## config.mk

```make
export PLATFORM = sky130hd
export DESIGN_NAME = dsbp_packer
export DESIGN_NICKNAME = d
export VERILOG_FILES = /design/src/rtl/core/dsbp_pkg.sv /design/src/rtl/core/dsbp_packer.sv
export VERILOG_INCLUDE_DIRS = /design/src /design/src/rtl/core
export SDC_FILE = /design/constraint.sdc
export NUM_CORES = 1
export LEC_CHECK = 0
export ABC_AREA = 1
export BUFFER_PORTS_ARGS = -buffer_cell sky130_fd_sc_hd__buf_2
export CORE_UTILIZATION = 53
export CTS_CLUSTER_DIAMETER = 50
export CTS_CLUSTER_SIZE = 12
export DETAILED_ROUTE_END_ITERATION = 7
export PLACE_DENSITY = 0.77
export RECOVER_POWER = 50
export SLEW_MARGIN = 20
export SYNTH_ARGS = -nofsm -noshare
export SYNTH_HDL_FRONTEND = slang
export SYNTH_SLANG_ARGS = --single-unit
```

## constraint.sdc

```tcl
create_clock -name clk -period 3.4 [get_ports clk]
set_clock_uncertainty 0.05 [all_clocks]
set_input_delay 0.17 -clock clk [delete_from_list [all_inputs] [get_ports clk]]
set_output_delay 0.17 -clock clk [all_outputs]
set_load 0.01 [all_outputs]
```

## src/rtl/core/deflate_symbol_bit_packer_unit_macros.svh

```systemverilog
// assertion macros used by the bit packer rtl
`ifndef DEFLATE_SYMBOL_BIT_PACKER_UNIT_MACROS_SVH
`define DEFLATE_SYMBOL_BIT_PACKER_UNIT_MACROS_SVH

// condition that holds at every clock edge out of reset
`define DSBP_ASSERT(lbl, expr, msg) \
	lbl: assert property (@(posedge clk) disable iff (!arst_n) (expr)) else $error(msg);

// condition that holds on the clock after a trigger
`define DSBP_ASSERT_NEXT(lbl, pre, post, msg) \
	lbl: assert property (@(posedge clk) disable iff (!arst_n) (pre) |=> (post)) else $error(msg);

`endif

```

## src/rtl/core/dsbp_pkg.sv

```systemverilog
// shared types and constants of the deflate symbol bit packer
package dsbp_pkg;

	localparam int MAX_CODE_BITS_DEF = 16;
	localparam int QUEUE_DEPTH_DEF = 2;
	localparam int LITLEN_SYMBOLS = 286;
	localparam int DIST_SYMBOLS = 30;

	localparam logic [8:0] END_SYMBOL = 9'd256;
	localparam logic [8:0] FIRST_LEN_SYMBOL = 9'd257;
	localparam logic [8:0] LAST_LEN_SYMBOL = 9'd285;

	localparam int SEG_W = 16;
	localparam int SEG_LEN_W = 5;
	localparam int TOT_MAX = 2 * SEG_W + 18;
	localparam int TOT_W = $clog2(TOT_MAX + 1);
	localparam int BUF_W = 2 * SEG_W;
	localparam int BUF_CNT_W = $clog2(BUF_W + 1);
	localparam int LEFT_W = $clog2(BUF_W + TOT_MAX + 1);

	typedef enum logic [2:0] {
		OP_LOAD_LIT  = 3'd0,
		OP_LOAD_DIST = 3'd1,
		OP_LITERAL   = 3'd2,
		OP_MATCH     = 3'd3,
		OP_END       = 3'd4
	} op_e;

	typedef struct packed {
		logic [2:0]  operation;
		logic [8:0]  table_index;
		logic [15:0] entry_code;
		logic [4:0]  entry_length;
		logic [7:0]  literal_byte;
		logic [7:0]  match_length_minus3;
		logic [15:0] match_distance;
	} token_t;

	typedef struct packed {
		logic [7:0] out_byte;
		logic       last;
	} result_t;

	typedef struct packed {
		logic [SEG_W-1:0]     val;
		logic [SEG_LEN_W-1:0] len;
	} seg_t;

	typedef struct packed {
		seg_t [3:0]       seg;
		logic             pad;
		logic [TOT_W-1:0] total;
	} desc_t;

endpackage

```

## src/rtl/core/dsbp_packer.sv

```systemverilog
// back end: appends bit segments msb first and emits packed bytes
`include "deflate_symbol_bit_packer_unit_macros.svh"
module dsbp_packer import dsbp_pkg::*; (
	input  logic    clk,
	input  logic    arst_n,
	input  logic    desc_valid,
	output logic    desc_ready,
	input  desc_t   desc,
	output logic    empty,
	input  logic    pop,
	output result_t result
);

	localparam int FIT_W = BUF_CNT_W + 1;

	logic                 active_q;
	seg_t [3:0]           segs_q;
	logic [1:0]           ptr_q;
	logic [TOT_W-1:0]     rem_q;
	logic                 pad_q;
	logic [BUF_W-1:0]     buf_q;
	logic [BUF_CNT_W-1:0] cnt_q;
	logic                 out_v_q;
	result_t              out_q;

	logic                 out_free;
	logic                 done;
	logic                 emit_full;
	logic                 emit_pad;
	logic [LEFT_W-1:0]    left;
	logic                 byte_last;
	logic [BUF_W-1:0]     buf_e;
	logic [BUF_CNT_W-1:0] cnt_e;
	seg_t                 cur;
	logic                 fits;
	logic                 do_app;
	logic                 skip;
	logic [BUF_CNT_W-1:0] sh;
	logic [BUF_W-1:0]     buf_n;
	logic [BUF_CNT_W-1:0] cnt_n;

	assign empty = !out_v_q;
	assign result = out_q;
	assign desc_ready = done;

	always_comb begin
		out_free = !out_v_q || pop;
		done = !active_q || (rem_q == '0 && cnt_q < BUF_CNT_W'(8) && !(pad_q && cnt_q != '0));
		emit_full = active_q && cnt_q >= BUF_CNT_W'(8) && out_free;
		emit_pad = active_q && pad_q && rem_q == '0 && cnt_q != '0 && cnt_q < BUF_CNT_W'(8)
			&& out_free;
		left = LEFT_W'(cnt_q) + LEFT_W'(rem_q) - LEFT_W'(8);
		byte_last = emit_pad || (left < LEFT_W'(8) && !(pad_q && left != '0));
		buf_e = (emit_full || emit_pad) ? (buf_q << 8) : buf_q;
		if (emit_full) begin
			cnt_e = cnt_q - BUF_CNT_W'(8);
		end else if (emit_pad) begin
			cnt_e = '0;
		end else begin
			cnt_e = cnt_q;
		end
		cur = segs_q[ptr_q];
		fits = (FIT_W'(cnt_e) + FIT_W'(cur.len)) <= FIT_W'(BUF_W);
		do_app = active_q && rem_q != '0 && cur.len != '0 && fits;
		skip = active_q && rem_q != '0 && cur.len == '0;
		sh = BUF_CNT_W'(BUF_W) - cnt_e - BUF_CNT_W'(cur.len);
		buf_n = do_app ? (buf_e | (BUF_W'(cur.val) << sh)) : buf_e;
		cnt_n = do_app ? (cnt_e + BUF_CNT_W'(cur.len)) : cnt_e;
	end

	always_ff @(posedge clk or negedge arst_n) begin
		if (!arst_n) begin
			active_q <= 1'b0;
			ptr_q <= '0;
			rem_q <= '0;
			buf_q <= '0;
			cnt_q <= '0;
			out_v_q <= 1'b0;
		end else begin
			if (done) begin
				active_q <= desc_valid;
				if (desc_valid) begin
					ptr_q <= '0;
					rem_q <= desc.total;
				end
			end else begin
				buf_q <= buf_n;
				cnt_q <= cnt_n;
				if (do_app || skip) begin
					ptr_q <= ptr_q + 2'd1;
				end
				if (do_app) begin
					rem_q <= rem_q - TOT_W'(cur.len);
				end
			end
			if (emit_full || emit_pad) begin
				out_v_q <= 1'b1;
			end else if (pop) begin
				out_v_q <= 1'b0;
			end
		end
	end

	always_ff @(posedge clk) begin
		if (done && desc_valid) begin
			segs_q <= desc.seg;
			pad_q <= desc.pad;
		end
		if (emit_full || emit_pad) begin
			out_q.out_byte <= buf_q[BUF_W-1 -: 8];
			out_q.last <= byte_last;
		end
	end

	`DSBP_ASSERT(a_cnt_bound, cnt_q <= BUF_CNT_W'(BUF_W), "bit count beyond buffer")
	`DSBP_ASSERT(a_low_bits_clear, (buf_q << cnt_q) == '0, "stale bits below fill level")
	`DSBP_ASSERT(a_idle_no_bits, active_q || rem_q == '0, "pending bits with no active beat")
	`DSBP_ASSERT_NEXT(a_pad_last, emit_pad, cnt_q == '0 && out_v_q && out_q.last, "pad beat not last")

endmodule

```

==> After elaboration in Yosys (flattened, before gate mapping) <==
Cells that the tools add are included.
{ "totals": {"ff_bits": 142, "input_bits": 95, "wordCells": 86} }
{ "op_classes": {"n_addsub": 9, "n_lt_le_gt_ge": 5, "eq_ne": 1, "shift": 1, "mux": 15, "bitwise_logic": 1, "n_reduce_logical": 37} }
{ "op_table": {"columns": ["operator", "count"], "rows": [
  ["2-to-1 mux 32 bit", 2],
  ["binary-select mux 21 bit (select 2 bit)", 1],
  ["2-to-1 mux 6 bit", 6],
  ["bitwise OR 32 bit", 1],
  ["left shift 16 x 6 -> 32 bit", 1],
  ["2-to-1 mux 21 bit", 1],
  ["logical AND 1 bit", 17],
  ["nonzero test 6 bit", 2],
  ["subtractor 6 x 5 -> 6 bit", 2],
  ["adder 6 x 5 -> 7 bit", 1],
  ["adder 6 x 6 -> 7 bit", 1],
  ["<= comparator 7 x 6 -> 1 bit (second input constant)", 1],
  ["less-than comparator 7 x 4 -> 1 bit (second input constant)", 1],
  ["nonzero test 7 bit", 1],
  ["subtractor 7 x 4 -> 7 bit (second input constant)", 1],
  ["adder 6 x 5 -> 6 bit", 1],
  [">= comparator 6 x 4 -> 1 bit (second input constant)", 1],
  ["zero test 6 bit", 1],
  ["less-than comparator 6 x 4 -> 1 bit (second input constant)", 1],
  ["2-to-1 mux 2 bit", 3],
  ["nonzero test 2 bit", 3],
  ["subtractor 6 x 4 -> 6 bit (second input constant)", 1],
  ["subtractor 6 bit (first input constant)", 1],
  ["zero test 5 bit", 1],
  ["8 further kinds", 17]
]} }

==> Logic depth before layout (Yosys ltp) <==
Gate-level depths: netlist of run 1.
{ "depth": {"word_depth": 13, "ltp_mapped": 24, "ltp_nobuf": 23} }

==> Worst setup path before layout of run 1 <==
Ideal clock, no wire load.
{ "synth_timing": {"path_kind": "flip-flop to flip-flop", "from": "register cnt_q[3]", "to": "register pad_q, enable pin", "setup_ns": 0.438, "t_arrival_ns": 2.851, "setup_slack_ns": 0.061, "stages_incl_launch_ff": 10, "synth_period_minus_slack_ns": 3.339, "path_cell_list": "dfrtp_1 -> inv_1 -> nand3_2 -> nor3_1 -> nand2_1 -> nand2_1 -> nand2_1 -> nand2_1 -> nand2_1 -> inv_1"} }
{ "synth_via": {"elab_chain_len": 6} }
{ "synth_rtl": {"columns": ["element", "line", "text"], "rows": [
  ["from (decl)", "dsbp_packer.sv:22", "logic [BUF_CNT_W-1:0] cnt_q;"],
  ["from (signal assigned)", "dsbp_packer.sv:88", "cnt_q <= cnt_n;"],
  ["branches (longest 3 deep; another with less-than comparator 6 x 4 -> 1 bit)", null, null],
  ["logical AND 1 bit (*)", "dsbp_packer.sv:48", "done = !active_q || (rem_q == '0 && cnt_q < BUF_CNT_W'(8) && !(pad_q && cnt_q != '0));"],
  ["logical OR 1 bit (*)", "dsbp_packer.sv:48", null],
  ["logical AND 1 bit (*)", "dsbp_packer.sv:105", "if (done && desc_valid) begin"],
  ["to (signal assigned)", "dsbp_packer.sv:107", "pad_q <= desc.pad;"],
  ["to (decl)", "dsbp_packer.sv:20", "logic pad_q;"]
]} }
Mark *: on every way between the ends.
A chain may end at the register's enable or synchronous reset.

==> Worst setup path in the final report of run 1 <==
{ "layout_timing": {"from": "register cnt_q[5]", "to": "register buf_q[24]"} }
{ "layout_via": {"elab_chain_len": 11} }
{ "layout_rtl": {"columns": ["element", "line", "text"], "rows": [
  ["branches (longest 11 deep; another with less-than comparator 6 x 4 -> 1 bit)", null, null],
  ["to (signal assigned)", "dsbp_packer.sv:87", "buf_q <= buf_n;"],
  ["to (decl)", "dsbp_packer.sv:21", "logic [BUF_W-1:0] buf_q;"]
]} }
Parallel ways; which one is timed is not known.

==> summary.txt, run 1 <==
Run status
  • Outcome: finished with violations
  • Violations in the final reports: capacitance limit, slew limit

Timing
  • Worst slew margin relative to its limit: -0.166
  • Unrepaired setup endpoints after global routing: yes
  • Slew at the pin closest to its max-slew limit: 1.75 ns
  • Final Hold Vio Count: 0
  • Period utilization: 0.973
  • Min Tclk post-route: 3.31 ns
  • Final Worst Setup Slack: 0.0929 ns
  • Setup-failing EPs final: 0
  • FMAX: 302 MHz
  • Number of max-slew violations in the final report: 33

Synthesis
  • Number of warning messages in the yosys log: 0
  • Synthesized area per cell: ~8.6 um2
  • Number of storage elements in the synthesis netlist: roughly 140
  • Synth Flop Type: sky130_fd_sc_hd__edfxtp_1
  • Share of the synthesized area in the top cell type: 0.351
  • Biggest area contributors in the synthesized netlist: sky130_fd_sc_hd__edfxtp_1, sky130_fd_sc_hd__dfrtp_1, sky130_fd_sc_hd__nand2_1
  • Synthesized cell area: between 8000 and 9000 um2
  • Count of different cell masters after synthesis: 44
  • Share of synthesized registers carrying an async set or reset: 0.338
  • Post-synth EDFFs: 94
  • Sequential-to-total area share from yosys stat: 0.501
  • Most frequent cell after synthesis: sky130_fd_sc_hd__nand2_1
  • Ranking of synthesized cells by instance count: sky130_fd_sc_hd__nand2_1, sky130_fd_sc_hd__nand3_1, sky130_fd_sc_hd__edfxtp_1
  • Area leader, netlist: sky130_fd_sc_hd__edfxtp_1
  • Post-synthesis instance total: between 900 and 1000
  • Syn Nets: around 1100

Worst setup path
  • Kind of cell adding the most delay to the critical path: simple AND/OR/NAND/NOR gates
  • Reg2Reg Setup Slack: 0.09 ns
  • Cell-by-cell trace of the critical path: inv_2, nand3_4, nor3_1, nand2_1, nand4_1, inv_2, nor2_4, ha_4, inv_1, ha_2, inv_1, fa_2, buf_4, clkbuf_16, nand3_1, nand3_1, and2_1, nand2_1, nand2_1
  • Cell repeated most along the worst path: sky130_fd_sc_hd__nand2_1
  • Highest net fanout along the worst path: 11
  • Worst setup path class: flop to flop
  • Number of cells on the worst reg-to-reg path: 19
  • Slowest-stage cell, CP: sky130_fd_sc_hd__fa_2
  • Crit path launch type: flop
  • Data arrival at the endpoint of the critical path: between 3 and 4 ns
  • Worst R2R Start: cnt_q[5]
  • Maximum single-stage delay on the critical path: 0.64 ns
  • Crit path buffers/inverters: 6
  • Critical Path End Type: flop
  • Critical Path RT: between 3 and 4 ns
  • Worst r2r dst: buf_q[24]

Route
  • Post-route antenna net violation count: 0
  • Total Wirelength: 22.1 mm
  • Routed wire per std cell: about 16 um
  • Number of remaining DRC errors: 0
  • Detail-routed via count per cell: 5.43
  • DRC marker count from the first detailed-route iteration: 818
  • 1st-pass router iterations: 7
  • Vias: roughly 7400

Floorplanning
  • Count of standard-cell rows: 44
  • Starting density of the core: 0.549
  • Core Footprint: about 15000 um2
  • # IOs: roughly 110
  • DIE AREA: 15700 um2
  • Die span in x: 125 um
  • Die outline height: 125 um

Finish
  • Fill cell instance count of the final layout: 1050
  • Antenna diode count: 0
  • Share of cells above drive strength 1: 0.191
  • Count of nets after finishing: roughly 1300
  • P&R area growth vs syn: 31.5%

Placement
  • Final RePlAce weighted congestion: 0.970
  • DPL Wire Length: about 13 mm
  • Buffers added on ports: 105
  • Worst-case setup slack after placement: between 0.02 and 0.025 ns

Clock network
  • Clock Tree Buf Depth: 2
  • Clk_lat worst skew: 0.43 ns
  • Clock root cell: sky130_fd_sc_hd__clkbuf_16
  • Number of clock sinks: roughly 140
  • Number of clock buffers inserted by TritonCTS: 17
  • Clock transition at the registers of the reported paths: approximately 0.060 ns
  • Total number of H-tree levels: 4
  • CTS tree: built

Global routing
  • Vias in the first global route: between 7000 and 8000
  • Gr usage total: 0.286
  • First-pass GRT wire length: 34.7 mm
  • Maximum number of pins on one net before global-route repair: 46
  • Initial antenna violation count: 0
  • Overall overflow remaining after global route: 0

Run
  • Max_cap viols: 1

Min path
  • Hold Path Sink: rem_q[5]
  • Hold/Removal Path Class: primary input to flop
  • Startpoint of the most critical hold path: desc[5]
  • Hold Path Cell Cnt: 5
==> cells by family after synthesis <==
| group | synth area share |
|---|---|
| buffers and inverters | 0.0762 |
| flip-flops | 0.501 |
| AO/OA/AOI/OAI | 0.0508 |
| AND/OR/NAND/NOR | 0.304 |
| adder cells (fa/ha/maj) | 0.0567 |
| XOR/XNOR | 0.0111 |
==> what timing repair did <==
action,4_1_cts,5_1_grt
gates resized for setup,0,39
endpoints found under the setup margin,0,40
hold buffers,87,0
hold endpoints to repair,117,0
buffers inserted,0,8
==> registers in the layout, indices dropped and copies added, names as in the netlist <==
register and flops:
pad_q 1, buf_q 32, result 9, cnt_q 6
ptr_q 2, out_v_q 1, active_q 1, segs_q 84
rem_q 6
==> cell type report <==
cell class / instances / area (um2) / share of cell area
clock buffer: 17 / 425 / 0.0403
clock inverter: 15 / 170 / 0.0161
inverter: 94 / 369 / 0.0349
multi-input combinational: 660 / 3500 / 0.331
sequential: 142 / 4020 / 0.381
tap: 184 / 230 / 0.0218
timing repair buffer: 242 / 1850 / 0.175
==> worst max-delay path by stage <==
stage          depth (start not counted)  startpoint  slack (ns)        end
2_1_floorplan                          9    cnt_q[3]        0.06      pad_q
3_3_place_gp                          14    ptr_q[0]        0.14   buf_q[8]
3_5_place_dp                          23    rem_q[4]        0.02  buf_q[28]
4_1_cts                               23    rem_q[4]        0.01  buf_q[31]
5_1_grt                               22    rem_q[5]       -0.09  buf_q[31]
6_report                              19    cnt_q[5]        0.09  buf_q[24]
==> metrics by stage <==
step,util,area (um2),hold slack [ns],TNS (ns),std cells
finish,0.721,10600,0.0303,0,1354
global route,0.721,10600,0.0628,-1.45,1354
CTS,0.707,10400,0.0214,0,1344
detailed placement,0.607,8880,0.216,0,1225
global placement,0.607,8880,0.214,0,1225
floorplan,-,8030,-0.176,0,935
==> routing by layer <==
metal | track usage | wire (um) | up-vias
met4 | 0.109 | 559 | 0
met1 | 0.362 | 9120 | 3420
li1 | - | - | 3565
met5 | 0 | 0 | -
met2 | 0.485 | 11000 | 327
met3 | 0.0565 | 1430 | 46
==> placed cells by master (no fill, tap or decap), drive strengths merged, types with 2 or more instances in the layout <==
cell,n
nand2,303
nand3,190
buf,128
edfxtp,94
inv,93
dlygate4sd3,87
o21ai,57
dfrtp,48
clkbuf,44
nor2,32
ha,30
a21oi,9
clkinv,9
nand4,7
xnor2,7
nand3b,4
clkinvlp,4
or2,4
fa,4
bufinv,3
a21o,2
o21bai,2
==> worst min-delay path, stage by stage <==
cell and delay, ns:
sky130_fd_sc_hd__buf_2 0.08, sky130_fd_sc_hd__nand2_1 0.05, sky130_fd_sc_hd__nand2_1 0.06, sky130_fd_sc_hd__nand2_1 0.04, sky130_fd_sc_hd__o21ai_1 0.06
Power of run 1 is not shown: default switching activity piles up to over one toggle a cycle in this logic, so the estimate is an artifact.
==> run 2: changes to the inputs <==
Settings changed: CELL_PAD_IN_SITES_DETAIL_PLACEMENT set to 1, CELL_PAD_IN_SITES_GLOBAL_PLACEMENT set to 1, CORE_UTILIZATION 53 to 40, PLACE_DENSITY 0.77 to not set, PLACE_DENSITY_LB_ADDON set to 0.1.
==> summary.txt, run 2 (synthesis gave the netlist of run 1 again) <==
Run status
  • Outcome: finished with violations
  • Violations in the final reports: capacitance limit, slew limit

Run
  • Max_cap viols: 1 (unchanged)

Floorplanning
  • # IOs: 106 (unchanged)
  • Die span in x: 144 um (+15%)
  • Die outline height: 144 um (+15%)
  • DIE AREA: 20700 um2 (+32%)
  • Count of standard-cell rows: 51 (+16%)
  • Starting density of the core: 0.410 (-0.138)
  • Core Footprint: 19600 um2 (+34%)

Timing
  • Setup-failing EPs final: 0 (unchanged)
  • Number of max-slew violations in the final report: 33 (unchanged)
  • Min Tclk post-route: 3.33 ns (+0.0184 ns)
  • Fin Hold WS: 0.0317 ns (+0.00133 ns)
  • Slew at the pin closest to its max-slew limit: 1.96 ns (+0.211 ns)
  • Period utilization: 0.978 (+0.00541)
  • Worst slew margin relative to its limit: -0.307 (-0.141)
  • Setup_tns: 0 ns (unchanged)
  • FMAX: 301 MHz (-0.55%)
  • Final Hold Vio Count: 0 (unchanged)
  • Unrepaired setup endpoints after global routing: yes

Route
  • Total Wirelength: 26.0 mm (+18%)
  • 1st-pass router iterations: 5 (-2)
  • Post-route antenna net violation count: 0 (unchanged)
  • Detail-routed via count per cell: 5.12 (-5.8%)
  • Routed wire per std cell: 18.0 um (+10%)
  • Number of remaining DRC errors: 0 (unchanged)
  • DRC marker count from the first detailed-route iteration: 411 (-50%)
  • Vias: 7394 (+0.49%)

Placement
  • Placed Instance Area: 9050 um2 (+1.8%)
  • DPL Wire Length: 16.5 mm (+26%)
  • Buffers added on ports: 105 (unchanged)
  • Post-placement cell count: 1314 (+7.3%)
  • Final RePlAce weighted congestion: 0.803 (-17%)

Worst setup path
  • Crit path launch type: flop
  • Highest net fanout along the worst path: 9 (-2)
  • Worst Setup EP: buf_q[26]
  • Critical Path End Type: flop
  • Worst setup path class: flop to flop
  • Data arrival at the endpoint of the critical path: 3.65 ns (+0.03 ns)
  • Number of cells on the worst reg-to-reg path: 19 (unchanged)
  • Startpoint of the most critical setup path: rem_q[5]
  • Worst r2r dst: buf_q[26]
  • Worst R2R Start: rem_q[5]
  • Critical Path RT: 3.73 ns (+0.02 ns)
  • Reg2Reg Setup Slack: 0.07 ns (-0.02 ns)

Clock network
  • Total number of H-tree levels: 4 (unchanged)
  • Number of clock buffers inserted by TritonCTS: 17 (unchanged)
  • Clock Tree Buf Depth: 2 (unchanged)
  • Clock transition at the registers of the reported paths: 0.07 ns (about the same)
  • Number of clock sinks: 142 (unchanged)
  • Clk_lat worst skew: 0.44 ns (about the same)
  • CTS tree: built
  • Clock root cell: sky130_fd_sc_hd__clkbuf_16

Finish
  • Fill cell instance count of the final layout: 2320 (+120%)
  • Total non-filler cell area in the finished layout: 10800 um2 (+2.2%)
  • Share of cells above drive strength 1: 0.199 (+0.00787)
  • P&R area growth vs syn: 34.4%
  • Count of nets after finishing: 1295 (+0.70%)
  • Leading cell type in the layout, fill and taps excluded: sky130_fd_sc_hd__nand2_1
  • Largest register FFs: 84 (unchanged)
  • Most used cells in the layout excluding fill and tap cells: sky130_fd_sc_hd__nand2_1, sky130_fd_sc_hd__nand3_1, sky130_fd_sc_hd__edfxtp_1
  • Post-Layout Cell Count: 1445 (+6.7%)
  • Register ranked first by flip-flop count: segs_q

Min path
  • Hold/Removal Path Class: primary input to flop

Global routing
  • Overall overflow remaining after global route: 0 (unchanged)
  • Initial antenna violation count: 1 (+1)
  • Maximum number of pins on one net before global-route repair: 49 (+6.5%)
  • Gr usage total: 0.259 (-0.0267)
  • First-pass GRT wire length: 39.9 mm (+15%)
  • Vias in the first global route: 7523 (+6.3%)
==> run 2: area by class of cell <==
cell class,count,area [um2],share of cell area
Sequential cell,142,4020,0.373
Multi-Input combinational cell,661,3570,0.331
Timing Repair Buffer,250,1900,0.176
Clock buffer,17,425,0.0394
Inverter,94,365,0.0338
Tap cell,265,332,0.0307
Clock inverter,15,173,0.0160
Antenna cell,1,2.50,0.000232
==> run 2: worst min path at each step <==
stage	startpoint	slack, ns	end	depth (start not counted)
finish	desc[4]	0.03	rem_q[4]	5
global route	desc[4]	0.05	rem_q[4]	5
CTS	desc[3]	0.02	rem_q[3]	5
detailed placement	arst_n	0.27	rem_q[4]	1
global placement	arst_n	0.26	rem_q[4]	1
floorplan	arst_n	-0.18	active_q	0
==> run 2: through the flow <==
step	utilization	setup slack (ns)
after floorplan	-	0.0606
after global placement	0.462	0.0660
after detailed placement	0.462	-0.0808
after CTS	0.540	0.00148
after global routing	0.551	-0.141
final	0.551	0.0745
==> run 2: repair_timing <==
action                                 CTS  global route
cloned                                   0             2
setup buffers                            4             4
gates resized for setup                  5            55
pin swaps                                2            17
hold buffers                            88             0
endpoints found under the hold margin  118             0
setup endpoints to repair               33            45
==> run 2: routing by layer <==
layer	routed length [um]	up-vias	global-route usage	share of wire
met5	0	-	0	0
met4	331	0	0.0649	0.013
met3	938	26	0.0490	0.036
met2	13000	161	0.443	0.50
met1	11700	3624	0.336	0.45
li1	-	3583	-	-
==> run 2: critical path, cell delays in order (launching register included) <==
cell                      delay [ns]
sky130_fd_sc_hd__dfrtp_1        0.39
sky130_fd_sc_hd__nor2_1         0.12
sky130_fd_sc_hd__nand4_1        0.15
sky130_fd_sc_hd__nor2_2         0.15
sky130_fd_sc_hd__nand4_1        0.20
sky130_fd_sc_hd__inv_2          0.19
sky130_fd_sc_hd__nor2_2         0.07
sky130_fd_sc_hd__inv_1          0.08
sky130_fd_sc_hd__ha_1           0.25
sky130_fd_sc_hd__buf_4          0.17
sky130_fd_sc_hd__ha_1           0.29
sky130_fd_sc_hd__a21oi_1        0.18
sky130_fd_sc_hd__o21ai_1        0.10
sky130_fd_sc_hd__or2_1          0.26
sky130_fd_sc_hd__nand2_2        0.11
sky130_fd_sc_hd__inv_4          0.07
sky130_fd_sc_hd__buf_12         0.15
sky130_fd_sc_hd__nor2_8         0.16
sky130_fd_sc_hd__nand2_1        0.07
sky130_fd_sc_hd__nand2_1        0.07
Power of run 2 is left out for the same reason.
