File: src/rtl/core/deflate_symbol_bit_packer_unit_macros.svh
// assertion macros used by the bit packer rtl
`ifndef DEFLATE_SYMBOL_BIT_PACKER_UNIT_MACROS_SVH
`define DEFLATE_SYMBOL_BIT_PACKER_UNIT_MACROS_SVH

// condition that holds at every clock edge out of reset
`define DSBP_ASSERT(lbl, expr, msg) \
	lbl: assert property (@(posedge clk) disable iff (!arst_n) (expr)) else $error(msg);

// condition that holds on the clock after a trigger
`define DSBP_ASSERT_NEXT(lbl, pre, post, msg) \
	lbl: assert property (@(posedge clk) disable iff (!arst_n) (pre) |=> (post)) else $error(msg);

`endif

File: src/rtl/core/dsbp_pkg.sv
// shared types and constants of the deflate symbol bit packer
package dsbp_pkg;

	localparam int MAX_CODE_BITS_DEF = 16;
	localparam int QUEUE_DEPTH_DEF = 2;
	localparam int LITLEN_SYMBOLS = 286;
	localparam int DIST_SYMBOLS = 30;

	localparam logic [8:0] END_SYMBOL = 9'd256;
	localparam logic [8:0] FIRST_LEN_SYMBOL = 9'd257;
	localparam logic [8:0] LAST_LEN_SYMBOL = 9'd285;

	localparam int SEG_W = 16;
	localparam int SEG_LEN_W = 5;
	localparam int TOT_MAX = 2 * SEG_W + 18;
	localparam int TOT_W = $clog2(TOT_MAX + 1);
	localparam int BUF_W = 2 * SEG_W;
	localparam int BUF_CNT_W = $clog2(BUF_W + 1);
	localparam int LEFT_W = $clog2(BUF_W + TOT_MAX + 1);

	typedef enum logic [2:0] {
		OP_LOAD_LIT  = 3'd0,
		OP_LOAD_DIST = 3'd1,
		OP_LITERAL   = 3'd2,
		OP_MATCH     = 3'd3,
		OP_END       = 3'd4
	} op_e;

	typedef struct packed {
		logic [2:0]  operation;
		logic [8:0]  table_index;
		logic [15:0] entry_code;
		logic [4:0]  entry_length;
		logic [7:0]  literal_byte;
		logic [7:0]  match_length_minus3;
		logic [15:0] match_distance;
	} token_t;

	typedef struct packed {
		logic [7:0] out_byte;
		logic       last;
	} result_t;

	typedef struct packed {
		logic [SEG_W-1:0]     val;
		logic [SEG_LEN_W-1:0] len;
	} seg_t;

	typedef struct packed {
		seg_t [3:0]       seg;
		logic             pad;
		logic [TOT_W-1:0] total;
	} desc_t;

endpackage

File: src/rtl/core/dsbp_fifo.sv
// descriptor queue between the front end and the packer
module dsbp_fifo import dsbp_pkg::*; #(
	parameter int DEPTH = QUEUE_DEPTH_DEF
) (
	input  logic  clk,
	input  logic  arst_n,
	input  logic  wr_valid,
	output logic  wr_ready,
	input  desc_t wr_data,
	output logic  rd_valid,
	input  logic  rd_ready,
	output desc_t rd_data
);

	localparam int PTR_W = (DEPTH > 1) ? $clog2(DEPTH) : 1;
	localparam int CNT_W = $clog2(DEPTH + 1);

	desc_t            mem_q [DEPTH];
	logic [PTR_W-1:0] wr_ptr_q;
	logic [PTR_W-1:0] rd_ptr_q;
	logic [CNT_W-1:0] count_q;
	logic             do_wr;
	logic             do_rd;

	assign wr_ready = count_q != CNT_W'(DEPTH);
	assign rd_valid = count_q != '0;
	assign rd_data = mem_q[rd_ptr_q];
	assign do_wr = wr_valid && wr_ready;
	assign do_rd = rd_valid && rd_ready;

	always_ff @(posedge clk) begin
		if (do_wr) begin
			mem_q[wr_ptr_q] <= wr_data;
		end
	end

	always_ff @(posedge clk or negedge arst_n) begin
		if (!arst_n) begin
			wr_ptr_q <= '0;
			rd_ptr_q <= '0;
			count_q <= '0;
		end else begin
			if (do_wr) begin
				wr_ptr_q <= (wr_ptr_q == PTR_W'(DEPTH - 1)) ? '0 : wr_ptr_q + 1'b1;
			end
			if (do_rd) begin
				rd_ptr_q <= (rd_ptr_q == PTR_W'(DEPTH - 1)) ? '0 : rd_ptr_q + 1'b1;
			end
			count_q <= count_q + CNT_W'(do_wr) - CNT_W'(do_rd);
		end
	end

endmodule

File: config.mk
export PLATFORM = sky130hd
export DESIGN_NAME = dsbp_fifo
export DESIGN_NICKNAME = d
export VERILOG_FILES = /design/src/rtl/core/deflate_symbol_bit_packer_unit_macros.svh /design/src/rtl/core/dsbp_pkg.sv /design/src/rtl/core/dsbp_fifo.sv
export SDC_FILE = /design/constraint.sdc
export NUM_CORES = 1
export LEC_CHECK = 0
export BUFFER_PORTS_ARGS = -buffer_cell sky130_fd_sc_hd__buf_4
export CORE_MARGIN = 3
export CORE_UTILIZATION = 30
export DETAILED_ROUTE_END_ITERATION = 8
export PLACE_DENSITY = 0.55
export SLEW_MARGIN = 20
export SYNTH_ARGS = -nofsm -noshare
export SYNTH_HDL_FRONTEND = slang
export SYNTH_SLANG_ARGS = --single-unit
File: constraint.sdc
create_clock -name clk -period 5 [get_ports clk]
set_clock_uncertainty 0.2 [all_clocks]
set_input_delay 0.5 -clock clk [delete_from_list [all_inputs] [get_ports clk]]
set_output_delay 0.5 -clock clk [all_outputs]
set_load 0.1 [all_outputs]
Word-level counts from Yosys, hierarchy flattened
Memory sizes are Yosys's and may differ from the RTL's.
Cells that the tools add are included.

storage, ports and cells
  register bits after elaboration = 4
  bits in writable memories = 182
  input port bits = 95
  output and inout port bits = 93
  logic and storage cells = 16
  memories kept = 1

memories
  memory  words  bits a word  rd ports  clocked after memory_dff  wr ports  line             text
  mem_q   2      91           1         0                         1         dsbp_fifo.sv:18  desc_t mem_q [DEPTH];

operators by class
  add/subtract/negate cells = 4
  equality and inequality tests = 1
  muxes and demuxes = 4
  reductions and logical operators = 3

operators with widths
  cell                 number
  $mux 1               4
  $add 1x1->1 const B  2
  $add 2x1->2          1
  $logic_and 1x1->1    2
  $ne 2x2->1 const B   1
  $reduce_bool 2->1    1
  $sub 2x1->2          1

Depth between registers and ports, before layout
Gate-level depths: netlist (run 1).

  depth in word-level cells = 4
  gate-level depth with buffers = 5
  depth with buffers taken out = 5

Worst setup path after synthesis (run 1)
OpenSTA, ideal clock, no wires.

  path type = register to register
  from = reg count_q[0]
  to = mem mem_q[0][0] in the netlist's numbering (enable)
  library setup time = 0.542 ns
  data arrival time = 5.263 ns
  required time = 4.258 ns
  path slack = -1.005 ns
  cell stages (with the launch flop) = 4
  buffers on the path = 0
  period minus slack after synthesis = 6.005 ns
  path through = dfrtp_1 > nand2b_1 > nand2_1 > nor2_1

on the way
  longest elaborated chain between the ends = 4

RTL lines
  item                          line             text
  start, declared               dsbp_fifo.sv:21  logic [CNT_W-1:0] count_q;
  start signal, assigned        dsbp_fifo.sv:49  count_q <= count_q + CNT_W'(do_wr) - CNT_W'(do_rd);
  $ne 2x2->1                    dsbp_fifo.sv:25  assign wr_ready = count_q != CNT_W'(DEPTH);
  named net wr_ready            dsbp_fifo.sv:8   output logic wr_ready,
  $logic_and 1x1->1             dsbp_fifo.sv:28  assign do_wr = wr_valid && wr_ready;
  $mux 1                        dsbp_fifo.sv:32  if (do_wr) begin
  $mux 1 (implied by the code)  dsbp_fifo.sv:33  mem_q[wr_ptr_q] <= wr_data;
  end, declared                 dsbp_fifo.sv:18

The timed path passes the listed nets, and every way through them passes these cells.

==> results of run 1 <==
state kept, by name, summed over array words and instances, names as in the netlist:
register  cells
mem_q       182
count_q       2
wr_ptr_q      1
rd_ptr_q      1
synth_stat cells:
cell type / n
edfxtp_1: 182
mux2_2: 91
buf_6: 9
dfrtp_1: 4
nor2_1: 3
xnor2_1: 3
nand2_1: 2
a211oi_1: 1
a21bo_1: 1
a32oi_1: 1
and3_1: 1
buf_2: 1
ha_1: 1
nand2b_1: 1
nand3_1: 1
nor2b_1: 1
o21ai_0: 1
or2_2: 1
worst max path at each step:
stage | cells after the start | start | end
after floorplan | 3 | count_q[0] | mem_q[0][0]
after global placement | 3 | rd_ptr_q | rd_data[79]
after global routing | 3 | rd_ptr_q | rd_data[78]
final | 3 | rd_ptr_q | rd_data[78]
after detailed placement | 3 | rd_ptr_q | rd_data[79]
after CTS | 3 | rd_ptr_q | rd_data[79]
area by class of cell:
class | instances | area (sq um) | share of cell area
clock buffer | 20 | 437 | 0.0477
clock inverter | 12 | 163 | 0.0178
multi-input combinational | 109 | 1160 | 0.126
sequential | 186 | 5570 | 0.609
tap | 280 | 350 | 0.0383
timing repair buffer | 192 | 1480 | 0.161
kinds of logic after synthesis:
kind of cell | Yosys count | synth area share
multiplexers | 91 | 0.150
flip-flops | 186 | 0.817
AO/OA/AOI/OAI | 4 | 0.00459
XOR/XNOR | 3 | 0.00386
AND/OR/NAND/NOR | 10 | 0.00716
buffers and inverters | 10 | 0.0156
adder cells (fa/ha/maj) | 1 | 0.00184
per-layer routing:
layer / part of all wire / track usage / wire (microns)
met5: 0 / 0 / 0
met4: 0.015 / 0.0400 / 209
met3: 0.077 / 0.0456 / 1050
met2: 0.50 / 0.176 / 6840
met1: 0.40 / 0.128 / 5480
through the flow:
stage | cell area, sq um | hold slack (ns) | std cells
after floorplan | 6820 | 0.00441 | 305
after global placement | 8510 | 0.0996 | 765
after detailed placement | 8540 | 0.104 | 766
after CTS | 9150 | 0.0360 | 799
after global routing | 9150 | 0.0272 | 799
final | 9150 | 0.0640 | 799
layout by cell type (no fill, tap or decap), types with 2 or more instances in the layout:
cell type and count:
buf_4 189, edfxtp_1 182, mux2_2 91, clkbuf_16 17, xnor2_1 3, clkbuf_1 3
bufinv_16 3, inv_6 3, clkinvlp_4 3, dfrtp_1 3, nor2_1 2, nand2_1 2
==> reports/metrics.yaml, run 1 <==
global_routing:
  grt_use_total: 0.108
  grt_pass1_vias: 3696
  grt_max_degree: 66
  grt_first_pass_wirelength_mm: 20.0
  antenna_found_initial: 0
  grt_overflow: 0
yosys:
  yosysWarnings: 0
  syn_area_per_cell_sq_um: 22.3
  synth_area_leader_cell: "edfxtp_1"
  ys_seq_area_frac: 0.817
  ys_seq_elements: 186
  syn_inst: 305
  synth.distinct_cells: 18
  synth_top_area_frac: 0.802
  mappedNetlistArea_sq_um: 6820
  synth.area.top_cells: "edfxtp_1 80%, mux2_2 15%, buf_6 1.5%"
  syn-num-nets: 401
sta:
  setup_tns_ns: 0
  rsz0062_at_grt: "false"
  fmax_mhz: 300
  hold_viol: 0
  finalSetupViolations: 0
  tightestPinTransition_ns: 0.917
  relSlewSlack: 0.389
  final.min_clock_period_ns: 3.34
  period_share: 0.667
  slew_viol_final: 0
  fin_ws_ns: 1.66
finish:
  fillers: 1965
  synthToLayoutAreaGrowth_pct: 34.3
  num_antenna_cells: 0
  post-route-util: 0.414
  fin_nets: 602
  drive_above_1_share: 0.605
critical_path:
  reg2reg_to: "mem_q[1][45]"
  r2r_slack_ns: 2.50
  cpMostUsedCell: "buf_4"
  rr_startpoint: "count_q[0]"
  reg2reg_depth: 3
  critPathLaunchType: "flop"
  path_class: "reg2out"
  critPathArrivalTime_ns: 2.64
  cp_data_required_time_ns: 4.30
  cp_top_family: "flip-flops"
  cp_num_buf_inv: 2
  slowest_stage: "dfrtp_4"
  critPathCaptureType: "output pin"
  path_cells: "buf_4 > mux2_2 > buf_4"
  max_stage_delay_ns: 0.99
  crit_fanout: 65
route:
  firstDrtPassIters: 4
  vias: 3472
  routed_wirelength_mm: 13.6
  dr.first_iter.drc_count: 131
  drcViolationCount: 0
  vias_per_cell: 4.35
  ant_nets: 0
  wl_per_cell_microns: 17.0
clock_tree:
  htree_levels: 4
  cts_setup_buffers: 0
  cts_sinks: 186
  post_cts_resized: 0
  cts_tree: "done"
  cts.path.max_buffers: 2
  clkTransAtPathRegs_ns: 0.07
  insertion_delay_ns: 0.41
  cts_hold_repair.buffers: 1
  numCtsBuffers: 17
  root_buffer: "clkbuf_16"
hold_path:
  hold_class: "in2reg"
  min_from: "wr_data[59]"
  min_to: "mem_q[0][59]"
  whs_path_depth: 1
die:
  die_w_microns: 157
  coreArea_sq_um: 22100
  die_height_microns: 157
  ios: 188
  initial_utilization: 0.308
  dieArea_sq_um: 24600
  rows: 54
placed_design:
  dp.final_hpwl_mm: 9.20
  port_buffers: 187
  dp_worst_setup_slack_ns: 2.07
  gp_congestion: 0.707
run_status:
  outcome: "finished clean"
flow_run:
  drv_cap: 0
Power of run 1 is not shown: default switching activity piles up to over one toggle a cycle in this logic, so the estimate is an artifact.
==> run 2: changes to the inputs <==
--- a/config.mk
+++ b/config.mk
@@ -5,11 +5,12 @@
 export SDC_FILE = /design/constraint.sdc
 export NUM_CORES = 1
 export LEC_CHECK = 0
+export ABC_AREA = 1
 export BUFFER_PORTS_ARGS = -buffer_cell sky130_fd_sc_hd__buf_4
 export CORE_MARGIN = 3
 export CORE_UTILIZATION = 30
 export DETAILED_ROUTE_END_ITERATION = 8
-export PLACE_DENSITY = 0.55
+export PLACE_DENSITY = 0.53
 export SLEW_MARGIN = 20
 export SYNTH_ARGS = -nofsm -noshare
 export SYNTH_HDL_FRONTEND = slang
==> constraint.sdc (replaced) <==
create_clock -name clk -period 3.2 [get_ports clk]
set_clock_uncertainty 0.2 [all_clocks]
set_input_delay 0.32 -clock clk [delete_from_list [all_inputs] [get_ports clk]]
set_output_delay 0.32 -clock clk [all_outputs]
set_load 0.1 [all_outputs]
==> run 2 against run 1 <==
Final cell count is 36% higher. Synthesized cell count is 66% higher. Clock-buffer cell count is 1 lower. Critical endpoint is now rd_data[5].
==> reports/metrics.yaml, run 2 <==
route:
  ant_nets: 0  # unchanged
  wl_per_cell_microns: 14.5  # was 17.0 microns
  routed_wirelength_mm: 15.7  # was 13.6 mm
  dr.first_iter.drc_count: 203  # was 131
  vias_per_cell: 4.25  # was 4.35
  firstDrtPassIters: 4  # unchanged
  vias: 4610  # was 3,472
  drcViolationCount: 0  # unchanged
yosys:
  synthMuxAreaShare: 0  # was 0.150
  synth_xor_area_frac: 0.00128  # was 0.00386
  netlist_top_cells_count: "280 x nand2_1, 182 x edfxtp_1, 12 x buf_4"  # was 182 x edfxtp_1, 91 x mux2_2, 9 x buf_6
  synth.area.top_cells: "edfxtp_1 80%, nand2_1 15%, dfrtp_1 1.5%"  # was edfxtp_1 80%, mux2_2 15%, buf_6 1.5%
  synth-compound-area-share: 0.00146  # was 0.00459
  yosys.cell_count.top_type: "nand2_1"  # was edfxtp_1
  ys_async_sr_fraction: 0.0215  # unchanged
  synth_edf_count: 182  # unchanged
  syn-num-nets: 603  # was 401
  synthFlopType: "edfxtp_1"  # unchanged
  mappedNetlistArea_sq_um: 6850  # was 6820 sq um
  synth.distinct_cells: 13  # was 18
  syn_inst: 507  # was 305
  synth_area_leader_cell: "edfxtp_1"  # unchanged
  yosysWarnings: 0  # unchanged
  synth_fa_ha_area_frac: 0.00183  # was 0.00184
  ys_seq_area_frac: 0.813  # was 0.817
  ys_seq_elements: 186  # unchanged
  synthSimpleGateAreaFrac: 0.159  # was 0.00716
  synth_top_family_by_area: "simple AND/OR/NAND/NOR gates"  # was multiplexers
  synth_top_area_frac: 0.798  # was 0.802
  syn_area_per_cell_sq_um: 13.5  # was 22.3 sq um
critical_path:
  critPathCaptureType: "output pin"  # unchanged
  r2r_slack_ns: 1.14  # was 2.50 ns
  critPathArrivalTime_ns: 2.01  # was 2.64 ns
  rr_startpoint: "count_q[0]"  # unchanged
  slowest_stage: "dfrtp_4"  # unchanged
  reg2reg_to: "mem_q[1][10]"  # was mem_q[1][45]
  critPathLaunchType: "flop"  # unchanged
  cpMostUsedCell: "nand2_1"  # was buf_4
  reg2reg_depth: 5  # was 3
  path_cells: "clkinv_2 > buf_12 > nand2_1 > nand2_1 > buf_4"  # was buf_4 > mux2_2 > buf_4
  crit_fanout: 49  # was 65
  max_stage_delay_ns: 0.49  # was 0.99 ns
  path_class: "reg2out"  # unchanged
  cp_data_required_time_ns: 2.68  # was 4.30 ns
  cp-startpoint: "rd_ptr_q"  # unchanged
  crit_path_end: "rd_data[5]"  # was rd_data[78]
hold_path:
  hold_class: "in2async"  # was in2reg
die:
  rows: 54  # unchanged
  dieArea_sq_um: 24700  # was 24,600 sq um
  coreArea_sq_um: 22100  # unchanged
  die_height_microns: 157  # about the same
  ios: 188  # unchanged
  die_w_microns: 157  # about the same
  initial_utilization: 0.310  # was 0.308
finish:
  num_antenna_cells: 0  # unchanged
  final_common_cell: "nand2_1"  # was buf_4
  final_cell_mix: "280 x nand2_1, 189 x buf_4, 182 x edfxtp_1"  # was 189 x buf_4, 182 x edfxtp_1, 91 x mux2_2
  reg_top3: "mem_q: 182 flops, count_q: 2 flops"  # unchanged
  largest-register: "mem_q"  # unchanged
  fin_nets: 888  # was 602
  synthToLayoutAreaGrowth_pct: 47.4  # was 34.3%
  largest_register_ffs: 182  # unchanged
  drive_above_1_share: 0.284  # was 0.605
  design_area_sq_um: 10100  # was 9150 sq um
  fillers: 1965  # unchanged
sta:
  hold_viol: 0  # unchanged
  finalSetupViolations: 0  # unchanged
  relSlewSlack: 0.545  # was 0.389
  period_share: 0.792
  tightestPinTransition_ns: 0.683  # was 0.917 ns
  final.min_clock_period_ns: 2.53
  slew_viol_final: 0  # unchanged
  rsz0062_at_grt: "false"  # unchanged
  fmax_mhz: 395
placed_design:
  port_buffers: 187  # unchanged
  gp_congestion: 0.723  # was 0.707
  postPlaceCellArea_sq_um: 8590  # was 8540 sq um
  dp.final_hpwl_mm: 9.67  # was 9.20 mm
clock_tree:
  cts_sinks: 186  # unchanged
  root_buffer: "clkbuf_16"  # unchanged
  htree_levels: 4  # unchanged
  cts.path.max_buffers: 2  # unchanged
  numCtsBuffers: 17  # unchanged
  cts_tree: "done"  # unchanged
  clkTransAtPathRegs_ns: 0.07  # about the same
  insertion_delay_ns: 0.41  # about the same
global_routing:
  grt_first_pass_wirelength_mm: 24.3  # was 20.0 mm
  grt_use_total: 0.128  # was 0.108
  grt_max_degree: 92  # was 66
  grt_overflow: 0  # unchanged
  antenna_found_initial: 0  # unchanged
  grt_pass1_vias: 4817  # was 3,696
run_status:
  outcome: "finished clean"  # unchanged
flow_run:
  drv_cap: 0  # unchanged
==> run 2: metrics by stage <==
stage          instances  utilization  TNS [ns]  setup WS [ns]  hold WS (ns)
6_report            1085        0.457         0          0.667        0.0357
5_1_grt             1085        0.457         0          0.513       0.00795
4_1_cts             1085        0.457         0          0.595       0.00576
3_5_place_dp         960        0.389         0           1.10       -0.0750
3_3_place_gp         960        0.389         0           1.13       -0.0799
2_1_floorplan        507            -   -152.34         -0.843        -0.176
==> run 2: layout make-up <==
| class | instances | area [sq um] | share of cell area |
|---|---|---|---|
| multi-input combinational | 293 | 1140 | 0.113 |
| sequential | 186 | 5570 | 0.552 |
| tap | 280 | 350 | 0.0347 |
| timing repair buffer | 286 | 2430 | 0.241 |
| clock inverter | 13 | 143 | 0.0141 |
| inverter | 8 | 31.3 | 0.00310 |
| clock buffer | 19 | 433 | 0.0429 |
==> run 2: worst max-delay path: cells and delay by family (launching register included) <==
family / cells / cell delay (ns)
flip-flops: 1 / 0.49
AND/OR/NAND/NOR: 2 / 0.20
buffers and inverters: 3 / 0.87
==> run 2: logic make-up after synthesis <==
kind of cell | after synthesis
XOR/XNOR | 1
adder cells (fa/ha/maj) | 1
AND/OR/NAND/NOR | 289
flip-flops | 186
buffers and inverters | 28
AO/OA/AOI/OAI | 2
==> run 2: repair_timing <==
action,in CTS,in global routing
hold buffers,93,0
buffers inserted,0,0
endpoints found under the hold margin,187,0
resized for setup,0,0
==> run 2: how the worst min path moves through the flow <==
stage,endpoint,depth (start not counted)
2_1_floorplan,count_q[0],0
3_3_place_gp,wr_ptr_q,1
3_5_place_dp,wr_ptr_q,1
4_1_cts,wr_ptr_q,2
5_1_grt,wr_ptr_q,2
6_report,wr_ptr_q,2
==> run 2: layer usage <==
metal  wire, microns  up-vias  GRT usage
met3             868       20     0.0371
met2            7940      132      0.220
li1                -     2269          -
met5               0        -          0
met1            6660     2189      0.156
met4             231        0     0.0388
Power of run 2 is left out for the same reason.
==> run 3: changes to the inputs <==
--- a/config.mk
+++ b/config.mk
@@ -10,7 +10,7 @@
 export CORE_MARGIN = 3
 export CORE_UTILIZATION = 30
 export DETAILED_ROUTE_END_ITERATION = 8
-export PLACE_DENSITY = 0.53
+export PLACE_DENSITY = 0.54
 export SLEW_MARGIN = 20
 export SYNTH_ARGS = -nofsm -noshare
 export SYNTH_HDL_FRONTEND = slang
==> constraint.sdc (replaced) <==
create_clock -name clk -period 2 [get_ports clk]
set_clock_uncertainty 0.2 [all_clocks]
set_input_delay 0.2 -clock clk [delete_from_list [all_inputs] [get_ports clk]]
set_output_delay 0.2 -clock clk [all_outputs]
set_load 0.1 [all_outputs]
==> run 3 against run 2 <==
The run now ends with setup timing left. Flip-flop and latch count unchanged. Via count grew 6.3%. Utilization rose by 8.5 points. Die area is the same. Wire length increased by 26%. Hold slack gained 0.26 ns. Cell area up 19%. Sequential share of layout area is 8.7 points lower. Global-route usage up 1.4 points. Non-clock buffer count grew 15. Clock-buffer cell count decreased by 1.
==> reports/metrics.yaml, run 3 (synthesized netlist as in run 2, its figures left out) <==
flow_run:
  drv_cap: 0  # unchanged
critical_path:
  path_class: "reg2out"  # unchanged
  critPathArrivalTime_ns: 1.67  # was 2.01 ns
  rr_startpoint: "count_q[0]"  # unchanged
  critPathCaptureType: "output pin"  # unchanged
  crit_fanout: 8  # was 49
  cp-startpoint: "rd_ptr_q"  # unchanged
  critPathLaunchType: "flop"  # unchanged
  cp_data_required_time_ns: 1.60  # was 2.68 ns
route:
  vias: 4899  # was 4,610
  firstDrtPassIters: 4  # unchanged
  vias_per_cell: 4.45  # was 4.25
  routed_wirelength_mm: 19.7  # was 15.7 mm
  dr.first_iter.drc_count: 283  # was 203
  drcViolationCount: 0  # unchanged
  wl_per_cell_microns: 17.9  # was 14.5 microns
  ant_nets: 0  # unchanged
clock_tree:
  insertion_delay_ns: 0.42  # was 0.41 ns
  clkTransAtPathRegs_ns: 0.07  # about the same
  htree_levels: 4  # unchanged
  cts_sinks: 186  # unchanged
  cts.path.max_buffers: 2  # unchanged
  root_buffer: "clkbuf_16"  # unchanged
  numCtsBuffers: 17  # unchanged
  cts_tree: "done"  # unchanged
placed_design:
  port_buffers: 187  # unchanged
  postPlaceCellArea_sq_um: 8670  # was 8590 sq um
  gp_congestion: 0.734  # was 0.723
  dp.final_hpwl_mm: 9.72  # was 9.67 mm
finish:
  fillers: 1735  # was 1,965
  largest_register_ffs: 182  # unchanged
  final_common_cell: "edfxtp_1"  # was nand2_1
  largest-register: "mem_q"  # unchanged
  fin_nets: 903  # was 888
  multi_input_area_sq_um: 1560  # was 1140 sq um
  final_cell_mix: "182 x edfxtp_1, 166 x nand2_1, 98 x buf_12"  # was 280 x nand2_1, 189 x buf_4, 182 x edfxtp_1
  synthToLayoutAreaGrowth_pct: 75.0  # was 47.4%
  reg_top3: "mem_q: 182 flops, count_q: 2 flops"  # unchanged
  regArea_sq_um: 5570  # about the same
  design_area_sq_um: 12000  # was 10,100 sq um
  drive_above_1_share: 0.438  # was 0.284
sta:
  period_share: 1.03
  fin_ws_ns: -0.0684  # was 0.667 ns
  slew_viol_final: 0  # unchanged
  hold_viol: 0  # unchanged
  rsz0062_at_grt: "true"  # was false
  relSlewSlack: 0.804  # was 0.545
  fmax_mhz: 483
  finalSetupViolations: 85  # was 0
  tightestPinTransition_ns: 0.294  # was 0.683 ns
  final.min_clock_period_ns: 2.07
run_status:
  outcome: "finished, violations left"  # was finished clean
  violations: "setup timing"
global_routing:
  antenna_found_initial: 0  # unchanged
  grt_use_total: 0.142  # was 0.128
  grt_max_degree: 73  # was 92
  grt_pass1_vias: 5094  # was 4,817
  grt_first_pass_wirelength_mm: 26.6  # was 24.3 mm
  grt_overflow: 0  # unchanged
die:
  die_height_microns: 157  # unchanged
  coreArea_sq_um: 22100  # unchanged
  die_w_microns: 157  # unchanged
  rows: 54  # unchanged
  initial_utilization: 0.310  # unchanged
  dieArea_sq_um: 24700  # unchanged
  ios: 188  # unchanged
hold_path:
  min_from: "wr_data[32]"
  hold_class: "in2reg"  # was in2async
-- run 3: critical path: stages, from the launching register on --
cell	delay (ns)
dfrtp_4	0.55
clkinv_8	0.14
clkbuf_16	0.21
nand2_2	0.07
nand2_2	0.09
buf_12	0.17
-- run 3: per-stage QoR --
stage | hold slack (ns) | cells | setup WS [ns] | setup TNS, ns | utilization
6_report | 0.300 | 1101 | -0.0684 | -2.51 | 0.542
5_1_grt | 0.285 | 1100 | -0.140 | -9.15 | 0.542
4_1_cts | 0.278 | 1091 | -0.123 | -6.85 | 0.506
3_5_place_dp | -0.197 | 962 | 0.186 | 0 | 0.392
3_3_place_gp | -0.201 | 962 | 0.191 | 0 | 0.392
2_1_floorplan | -0.296 | 507 | -0.718 | -128.53 | -
-- run 3: final timing paths --
path                           endpoint  slack, ns  depth (start not counted)
setup / recovery            rd_data[29]      -0.07                          5
hold / removal             mem_q[0][32]       0.30                          2
max in group asynchronous      rd_ptr_q       0.90                          3
hold reg to reg                wr_ptr_q       0.38                          2
min in group asynchronous    count_q[0]       0.50                          3
setup reg to reg            mem_q[1][0]       0.28                          5
-- run 3: timing repair --
action / CTS / global route
hold endpoints to repair: 190 / 0
pin swaps: 0 / 17
setup endpoints to repair: 91 / 91
gates resized for setup: 227 / 192
buffers inserted: 0 / 1
gates cloned: 2 / 8
hold buffers: 95 / 0
-- run 3: layout make-up --
class / instances / area share
sequential: 186 / 0.465
inverter: 8 / 0.00355
multi-input combinational: 293 / 0.130
tap: 280 / 0.0292
timing repair buffer: 301 / 0.325
antenna: 1 / 0.000209
clock inverter: 14 / 0.0116
clock buffer: 18 / 0.0358
-- run 3: per-layer routing --
layer	wire length [microns]	vias up	GRT usage
met5	0	-	0
met4	193	0	0.0360
met3	1000	12	0.0426
met2	10300	153	0.245
met1	8180	2419	0.174
li1	-	2315	-
Power of run 3 is left out for the same reason.
